**config.mk**
```make
export PLATFORM = sky130hd
export DESIGN_NAME = sorted_key_list
export DESIGN_NICKNAME = d
export VERILOG_FILES = /design/src/hw/rtl/skl_pkg.sv /design/src/hw/rtl/skl_cell.sv /design/src/hw/rtl/sorted_key_list.sv
export SDC_FILE = /design/constraint.sdc
export NUM_CORES = 2
export LEC_CHECK = 0
export BUFFER_PORTS_ARGS = -buffer_cell sky130_fd_sc_hd__buf_2
export CAP_MARGIN = 15
export CORE_UTILIZATION = 50
export DETAILED_ROUTE_END_ITERATION = 10
export GPL_TIMING_DRIVEN = 0
export PLACE_DENSITY = 0.72
export SKIP_LAST_GASP = 1
export SLEW_MARGIN = 0
export SYNTH_ARGS = -nofsm -noshare
export SYNTH_HDL_FRONTEND = slang
export SYNTH_SLANG_ARGS = --single-unit
```
**constraint.sdc**
```tcl
create_clock -name i_clk -period 12.9 [get_ports i_clk]
set_clock_uncertainty 0.1 [all_clocks]
set_input_delay 2.58 -clock i_clk [delete_from_list [all_inputs] [get_ports i_clk]]
set_output_delay 2.58 -clock i_clk [all_outputs]
set_load 0.005 [all_outputs]
```
**src/hw/rtl/skl_pkg.sv**
```systemverilog
`default_nettype none

package skl_pkg;

    localparam int CAPACITY = 16;
    localparam int KEY_BITS = 32;
    localparam int IDX_W    = $clog2(CAPACITY);
    localparam int CNT_W    = $clog2(CAPACITY + 1);

    typedef enum logic [2:0] {
        OP_SORTED = 3'd0,
        OP_FRONT  = 3'd1,
        OP_POP    = 3'd2,
        OP_REMOVE = 3'd3,
        OP_SEARCH = 3'd4
    } t_op;

    typedef enum logic [1:0] {
        ST_OK        = 2'd0,
        ST_NOT_FOUND = 2'd1,
        ST_EMPTY     = 2'd2,
        ST_FULL      = 2'd3
    } t_status;

    typedef enum logic [1:0] {
        CMP_EQ = 2'd0,
        CMP_GE = 2'd1,
        CMP_GT = 2'd2
    } t_cmp;

    typedef enum logic [1:0] {
        CELL_HOLD  = 2'd0,
        CELL_LOAD  = 2'd1,
        CELL_LEFT  = 2'd2,
        CELL_RIGHT = 2'd3
    } t_cell_op;

    typedef struct packed {
        logic     cmp_en;
        logic     occupied;
        t_cmp     mode;
        t_cell_op op;
    } t_cell_ctl;

    typedef struct packed {
        logic [2:0]  operation;
        logic [31:0] key;
    } t_in_item;

    typedef struct packed {
        logic [1:0] status;
        logic [3:0] position;
        logic [4:0] entry_count;
    } t_out_item;

endpackage

`default_nettype wire

```
**src/hw/rtl/skl_cell.sv**
```systemverilog
`default_nettype none

module skl_cell (
    input  wire                          i_clk,
    input  skl_pkg::t_cell_ctl           i_ctl,
    input  wire  [skl_pkg::KEY_BITS-1:0] i_key,
    input  wire  [skl_pkg::KEY_BITS-1:0] i_left,
    input  wire  [skl_pkg::KEY_BITS-1:0] i_right,
    output logic [skl_pkg::KEY_BITS-1:0] o_key,
    output logic                         o_flag
);
    import skl_pkg::*;

    logic [KEY_BITS-1:0] r_key;
    logic [KEY_BITS-1:0] n_key;
    logic                r_flag;
    logic                n_flag;
    logic                w_hit;

    always_comb begin
        case (i_ctl.mode)
            CMP_EQ:  w_hit = (r_key == i_key);
            CMP_GE:  w_hit = (r_key >= i_key);
            CMP_GT:  w_hit = (r_key > i_key);
            default: w_hit = 1'b0;
        endcase
        n_flag = i_ctl.cmp_en ? (i_ctl.occupied & w_hit) : r_flag;
    end

    always_comb begin
        unique case (i_ctl.op)
            CELL_HOLD:  n_key = r_key;
            CELL_LOAD:  n_key = i_key;
            CELL_LEFT:  n_key = i_left;
            CELL_RIGHT: n_key = i_right;
        endcase
    end

    always_ff @(posedge i_clk) begin
        r_key  <= n_key;
        r_flag <= n_flag;
    end

    assign o_key  = r_key;
    assign o_flag = r_flag;

endmodule

`default_nettype wire

```
**src/hw/rtl/sorted_key_list.sv**
```systemverilog
// Sorted key list: a row of CAPACITY slot cells, slot 0 the head, keeping keys in order.
// Each transaction on the input channel carries one operation (sorted insert, front insert,
// remove head, remove key, search) and yields exactly one result transaction with status,
// slot position and the number of keys held afterwards. An operation is accepted in S_IDLE;
// in S_CMP every cell compares its key with the operand at once and registers its hit; in
// S_APPLY the first hit is priority-encoded and the cells shift left or right by one slot
// to open or close the gap. A new operation is accepted while a finished result still
// waits on the output register; S_APPLY stalls only while that register is full and not taken.
// Reset clears count, state and result valid but not slot contents; unoccupied slots never hit.
`default_nettype none

module sorted_key_list (
    input  wire                i_clk,
    input  wire                i_rst_n,
    input  wire                i_in_valid,
    output logic               o_in_ready,
    input  skl_pkg::t_in_item  i_in_data,
    output logic               o_out_valid,
    input  wire                i_out_ready,
    output skl_pkg::t_out_item o_out_data
);
    import skl_pkg::*;

    typedef enum logic [2:0] {
        S_IDLE  = 3'b001,
        S_CMP   = 3'b010,
        S_APPLY = 3'b100
    } t_state;

    t_state              r_state;
    t_state              n_state;
    logic [2:0]          r_op;
    logic [KEY_BITS-1:0] r_key;
    logic [CNT_W-1:0]    r_count;
    logic [CNT_W-1:0]    n_count;
    logic                r_out_valid;
    t_out_item           r_out;

    logic [KEY_BITS-1:0] w_key  [CAPACITY];
    logic [CAPACITY-1:0] w_flag;
    t_cell_ctl           w_ctl  [CAPACITY];

    logic                w_adv;
    logic                w_found;
    logic [IDX_W-1:0]    w_hit_idx;
    logic [IDX_W-1:0]    n_pos;
    t_status             n_status;
    logic                n_ins;
    logic                n_del;
    logic                w_full;

    assign w_full     = (r_count == CNT_W'(CAPACITY));
    assign w_adv      = (r_state == S_APPLY) && (!r_out_valid || i_out_ready);
    assign o_in_ready = (r_state == S_IDLE);

    always_comb begin
        w_found   = 1'b0;
        w_hit_idx = '0;
        for (int i = CAPACITY - 1; i >= 0; i--) begin
            if (w_flag[i]) begin
                w_found   = 1'b1;
                w_hit_idx = IDX_W'(i);
            end
        end
    end

    always_comb begin
        n_status = ST_OK;
        n_pos    = '0;
        n_ins    = 1'b0;
        n_del    = 1'b0;
        case (r_op)
            OP_SORTED: begin
                if (w_full) begin
                    n_status = ST_FULL;
                end else begin
                    n_ins = 1'b1;
                    n_pos = w_found ? w_hit_idx : r_count[IDX_W-1:0];
                end
            end
            OP_FRONT: begin
                if (w_full) begin
                    n_status = ST_FULL;
                end else begin
                    n_ins = 1'b1;
                end
            end
            OP_POP: begin
                if (r_count == '0) begin
                    n_status = ST_EMPTY;
                end else begin
                    n_del = 1'b1;
                end
            end
            OP_REMOVE: begin
                if (w_found) begin
                    n_del = 1'b1;
                    n_pos = w_hit_idx;
                end else begin
                    n_status = ST_NOT_FOUND;
                end
            end
            OP_SEARCH: begin
                if (w_found) begin
                    n_pos = w_hit_idx;
                end else begin
                    n_status = ST_NOT_FOUND;
                end
            end
            default: begin
                n_status = ST_OK;
            end
        endcase
        n_count = r_count;
        if (w_adv && n_ins) begin
            n_count = r_count + 1'b1;
        end else if (w_adv && n_del) begin
            n_count = r_count - 1'b1;
        end
    end

    always_comb begin
        for (int i = 0; i < CAPACITY; i++) begin
            w_ctl[i].cmp_en   = (r_state == S_CMP);
            w_ctl[i].occupied = (CNT_W'(i) < r_count);
            if (r_op == OP_SORTED) begin
                w_ctl[i].mode = (i == 0) ? CMP_GT : CMP_GE;
            end else begin
                w_ctl[i].mode = CMP_EQ;
            end
            w_ctl[i].op = CELL_HOLD;
            if (w_adv && n_ins) begin
                if (IDX_W'(i) == n_pos) begin
                    w_ctl[i].op = CELL_LOAD;
                end else if (IDX_W'(i) > n_pos) begin
                    w_ctl[i].op = CELL_LEFT;
                end
            end else if (w_adv && n_del) begin
                if (IDX_W'(i) >= n_pos && i < CAPACITY - 1) begin
                    w_ctl[i].op = CELL_RIGHT;
                end
            end
        end
    end

    for (genvar g = 0; g < CAPACITY; g++) begin : g_cell
        skl_cell u_cell (
            .i_clk   (i_clk),
            .i_ctl   (w_ctl[g]),
            .i_key   (r_key),
            .i_left  ((g == 0) ? r_key : w_key[(g == 0) ? 0 : g - 1]),
            .i_right ((g == CAPACITY - 1) ? w_key[g] : w_key[(g == CAPACITY - 1) ? g : g + 1]),
            .o_key   (w_key[g]),
            .o_flag  (w_flag[g])
        );
    end

    always_comb begin
        n_state = r_state;
        unique case (r_state)
            S_IDLE:  if (i_in_valid) n_state = S_CMP;
            S_CMP:   n_state = S_APPLY;
            S_APPLY: if (w_adv) n_state = S_IDLE;
        endcase
    end

    always_ff @(posedge i_clk) begin
        if (!i_rst_n) begin
            r_state     <= S_IDLE;
            r_count     <= '0;
            r_out_valid <= 1'b0;
        end else begin
            r_state <= n_state;
            r_count <= n_count;
            if (w_adv) begin
                r_out_valid <= 1'b1;
            end else if (i_out_ready) begin
                r_out_valid <= 1'b0;
            end
        end
    end

    always_ff @(posedge i_clk) begin
        if (i_in_valid && o_in_ready) begin
            r_op  <= i_in_data.operation;
            r_key <= i_in_data.key;
        end
        if (w_adv) begin
            r_out.status      <= n_status;
            r_out.position    <= 4'(n_pos);
            r_out.entry_count <= 5'(n_count);
        end
    end

    assign o_out_valid = r_out_valid;
    assign o_out_data  = r_out;

    a_count_bound: assert property (@(posedge i_clk) disable iff (!i_rst_n)
        r_count <= CNT_W'(CAPACITY))
        else $error("count exceeds capacity");

    a_count_step: assert property (@(posedge i_clk) disable iff (!i_rst_n)
        w_adv |=> (r_count == $past(r_count)) || (r_count == $past(r_count) + 1'b1)
                  || (r_count == $past(r_count) - 1'b1))
        else $error("count moved by more than one");

    a_refused_keeps: assert property (@(posedge i_clk) disable iff (!i_rst_n)
        (w_adv && n_status != ST_OK) |=> $stable(r_count))
        else $error("refused operation changed the count");

    a_accept_cmp: assert property (@(posedge i_clk) disable iff (!i_rst_n)
        (i_in_valid && o_in_ready) |=> (r_state == S_CMP) && !o_in_ready)
        else $error("accepted transaction did not start compare");

endmodule

`default_nettype wire
```
==> out/metrics.csv <==
stage,metric,value,unit
power,switchingPower,1120,uW
global_route,grt_pass1_wl,195000,um
place,hpwl,108000,um
timing,fin_tns_setup,0,ns
timing,finalMaxSlewViolations,0,
floorplanning,ios,52,
power,p_seq_share,45.4,%
power,p_int,3590,uW
yosys,yosys_register_bits,583,
yosys,yosysSeqAreaShare,44.6,%
clock_network,cts.clk_slew.worst_paths,0.06,ns
power,p_per_area,109,nW/um^2
yosys,synthFlopType,edfxtp_1,
critical_path,cp_max_fo,41,
job,timing.max_cap.violations,0,
clock_network,post_cts_buffers,0,
timing,fin_crit_sh,56.0,%
critical_path,worstPathCellList,buf_2 -> nor2b_1 -> nand2b_1 -> or4_1 -> inv_1 -> buf_2 -> nand2_1 -> nor3_1 -> buf_2 -> or2_2,
yosys,syn-cell-area,39000,um^2
detailed_routing,drt_pass1_iterations,10,
timing,setup_viol,0,
floorplanning,coreArea,77300,um^2
yosys,syn-num-nets,3944,
detailed_routing,drt_iter0_markers,3944,
detailed_routing,vias,32100,
global_route,overflow,0,
floorplanning,chipHeight,281,um
global_route,grt_pass1_vias,31100,
power,swShare,23.7,%
timing,rsz0062_at_grt,no,
global_route,antenna_found_initial,5,
critical_path,reg2reg_from,r_count[1],
detailed_routing,ant_nets,0,
critical_path,critPathRequiredTime,13.05,ns
finish,drive_gt1_share,9.38,%
min_path,min_delay_path_depth,1,
clock_network,ctsResizeCount,0,
clock_network,clockRootBuffer,clkbuf_16,
min_path,holdPathEnd,r_state[2],
timing,clock.fmax,138,MHz
detailed_routing,routedWlPerCell,28.9,um
detailed_routing,drt_wl_total,134000,um
floorplanning,die_w,281,um
critical_path,worstReg2RegEnd,g_cell[4].u_cell.o_key[1],
finish,nets,4084,
critical_path,critPathMostFrequentCell,buf_2,
global_route,grt_max_degree,42,
place,port_buffers,51,
timing,worst_pin_slew,1.31,ns
finish,regArea,17400,um^2
critical_path,r2r_slack,6.50,ns
floorplanning,dieArea,79200,um^2
yosys,async_flop_share,0,%
yosys,synth_top_area_cell,edfxtp_1,
detailed_routing,avgViaCountPerCell,6.95,
outcome,violations,design-rule violations,
power,pwr-share-clk,45.5,%
timing,finalHoldViolations,0,
critical_path,max_stage_delay,0.97,ns
yosys,synth_edf_count,574,
place,gp_congestion,0.965,
floorplanning,rows,102,
clock_network,cts_sinks,583,
critical_path,start_kind,input port,
finish,final_cell_mix,"edfxtp_1, ha_1, a221o_1",
critical_path,r2r_cells,12,
clock_network,htree_levels,3,
power,p_leak,0.0175,uW
yosys,synth.top_cell.area_share,44.2,%
finish,postLayoutCoreUtil,56.1,%
clock_network,holdBufCountCts,0,
floorplanning,initial_core_util,50.5,%
outcome,status,finished with violations,
finish,mostFrequentLayoutCell,edfxtp_1,
timing,max_slew_margin,13.0,%
power,comb_power_share,9.1,%
critical_path,crit_type,input port to register,
yosys,yosys_warnings,0,
timing,min_period,7.22,ns
clock_network,clkLatencyLatePin,0.63,ns
finish,multi_input_area,20500,um^2
critical_path,arrival,7.37,ns
finish,nFillCells,6640,
critical_path,crit_path_end_kind,register,
yosys,syn_inst,3390,
min_path,hp-class,register to register,
detailed_routing,drc_errors,1,
min_path,min_from,r_state[0],
finish,area_growth,11.3,%
power,max-vdd-ir-drop,111,uV
clock_network,cts_tree,yes,
yosys,avgSynthCellArea,11.5,um^2
yosys,ys_types,77,
clock_network,numCtsBuffers,71,
global_route,grt_use_total,33.6,%
yosys,synthTopCellsByArea,"edfxtp_1, ha_1, a221o_1",
clock_network,clockBufferDepth,3,
critical_path,crit_path_top_delay_cell,nor3_1,
[worst max-delay path, delay by kind of cell]
family | cells | cell delay, ns
simple gates | 6 | 3.38
buf+inv | 4 | 1.38
[kinds of logic (layout without fill, tap and decap cells)]
group,count (synthesis),after routing,share of synthesized area [%]
AND/OR/NAND/NOR,891,891,12.8
buffers and inverters,290,483,2.99
flip-flops,583,583,44.6
AO/OA/AOI/OAI,1040,1040,21.1
adder cells (fa/ha/maj),515,515,16.5
multiplexers,66,66,1.89
XOR/XNOR,5,5,0.112
other,0,2,0
[synth_stat cells, types with 5 or more instances]
master / n
nand4_1: 138
dfxtp_1: 9
o22ai_1: 5
o211ai_1: 55
a211o_1: 11
a21oi_1: 149
a32o_1: 31
a31oi_1: 8
nor3_1: 70
a211oi_1: 9
o21a_1: 13
a22oi_1: 37
inv_1: 62
nor3b_1: 5
a221o_1: 357
a21o_1: 169
o31a_1: 5
ha_1: 515
nor4_1: 20
edfxtp_1: 574
nor2_1: 105
and4_1: 9
and2_1: 135
clkbuf_1: 163
buf_2: 61
nand3_1: 20
mux2_2: 62
o21ai_0: 121
o31ai_1: 12
a2111oi_0: 6
and3_1: 196
nand2b_1: 8
nand2_1: 123
xnor2_1: 5
nor2b_1: 28
or4_1: 7
or2_2: 12
[state kept, by name (all words and copies together), names as in the netlist]
name and cells:
r_key 32, g_cell.u_cell.o_flag 16, o_out_valid 1, o_out_data 11, r_state 3, g_cell.u_cell.o_key 512, r_count 5, r_op 3
[worst max path at each step]
stage                      startpoint                         end  slack [ns]  cells after the start
after floorplan           i_out_ready  g_cell[11].u_cell.o_key[0]        5.92                     10
after global placement    i_out_ready  g_cell[2].u_cell.o_key[17]        3.32                      8
after detailed placement  i_out_ready   g_cell[4].u_cell.o_key[1]        5.09                     10
after CTS                 i_out_ready   g_cell[4].u_cell.o_key[5]        5.76                     10
after global routing      i_out_ready   g_cell[0].u_cell.o_key[0]        5.50                     10
final                     i_out_ready   g_cell[4].u_cell.o_key[1]        5.68                     10
[power by group through the flow]
stage	Clock [uW]	Combinational, uW	Sequential [uW]
final	2140	429	2140
after global routing	2220	469	2140
after CTS	2150	418	2140
after detailed placement	0	415	2180
after global placement	0	394	2180
after floorplan	0	287	2160
[cell type report]
class | instances | area share (%)
Inverter | 64 | 0.553
Clock inverter | 39 | 1.16
Multi-Input combinational cell | 2517 | 47.3
Tap cell | 1040 | 3.00
Timing Repair Buffer | 67 | 1.26
Antenna cell | 2 | 0.0115
Buffer | 226 | 2.13
Clock buffer | 87 | 4.47
Sequential cell | 583 | 40.1
[stage by stage]
step	std cells	hold WS [ns]	power, uW	setup slack (ns)	area, um^2
after CTS	4623	0.440	4710	5.76	43400
after floorplan	3390	0.377	2450	5.92	39000
after global placement	4481	0.406	2570	3.32	40600
after detailed placement	4497	0.431	2590	5.09	41000
final	4625	0.435	4710	5.68	43400
after global routing	4623	0.469	4830	5.50	43400
[routing by layer]
| layer | track usage (%) | routed length, um | vias to the layer above |
|---|---|---|---|
| li1 | - | - | 14300 |
| met1 | 43.4 | 51900 | 15600 |
| met2 | 53.1 | 59800 | 1881 |
| met3 | 5.85 | 13600 | 371 |
| met4 | 19.4 | 8200 | 2 |
| met5 | 0 | 13 | - |
Power figures use the tool's default switching activity.
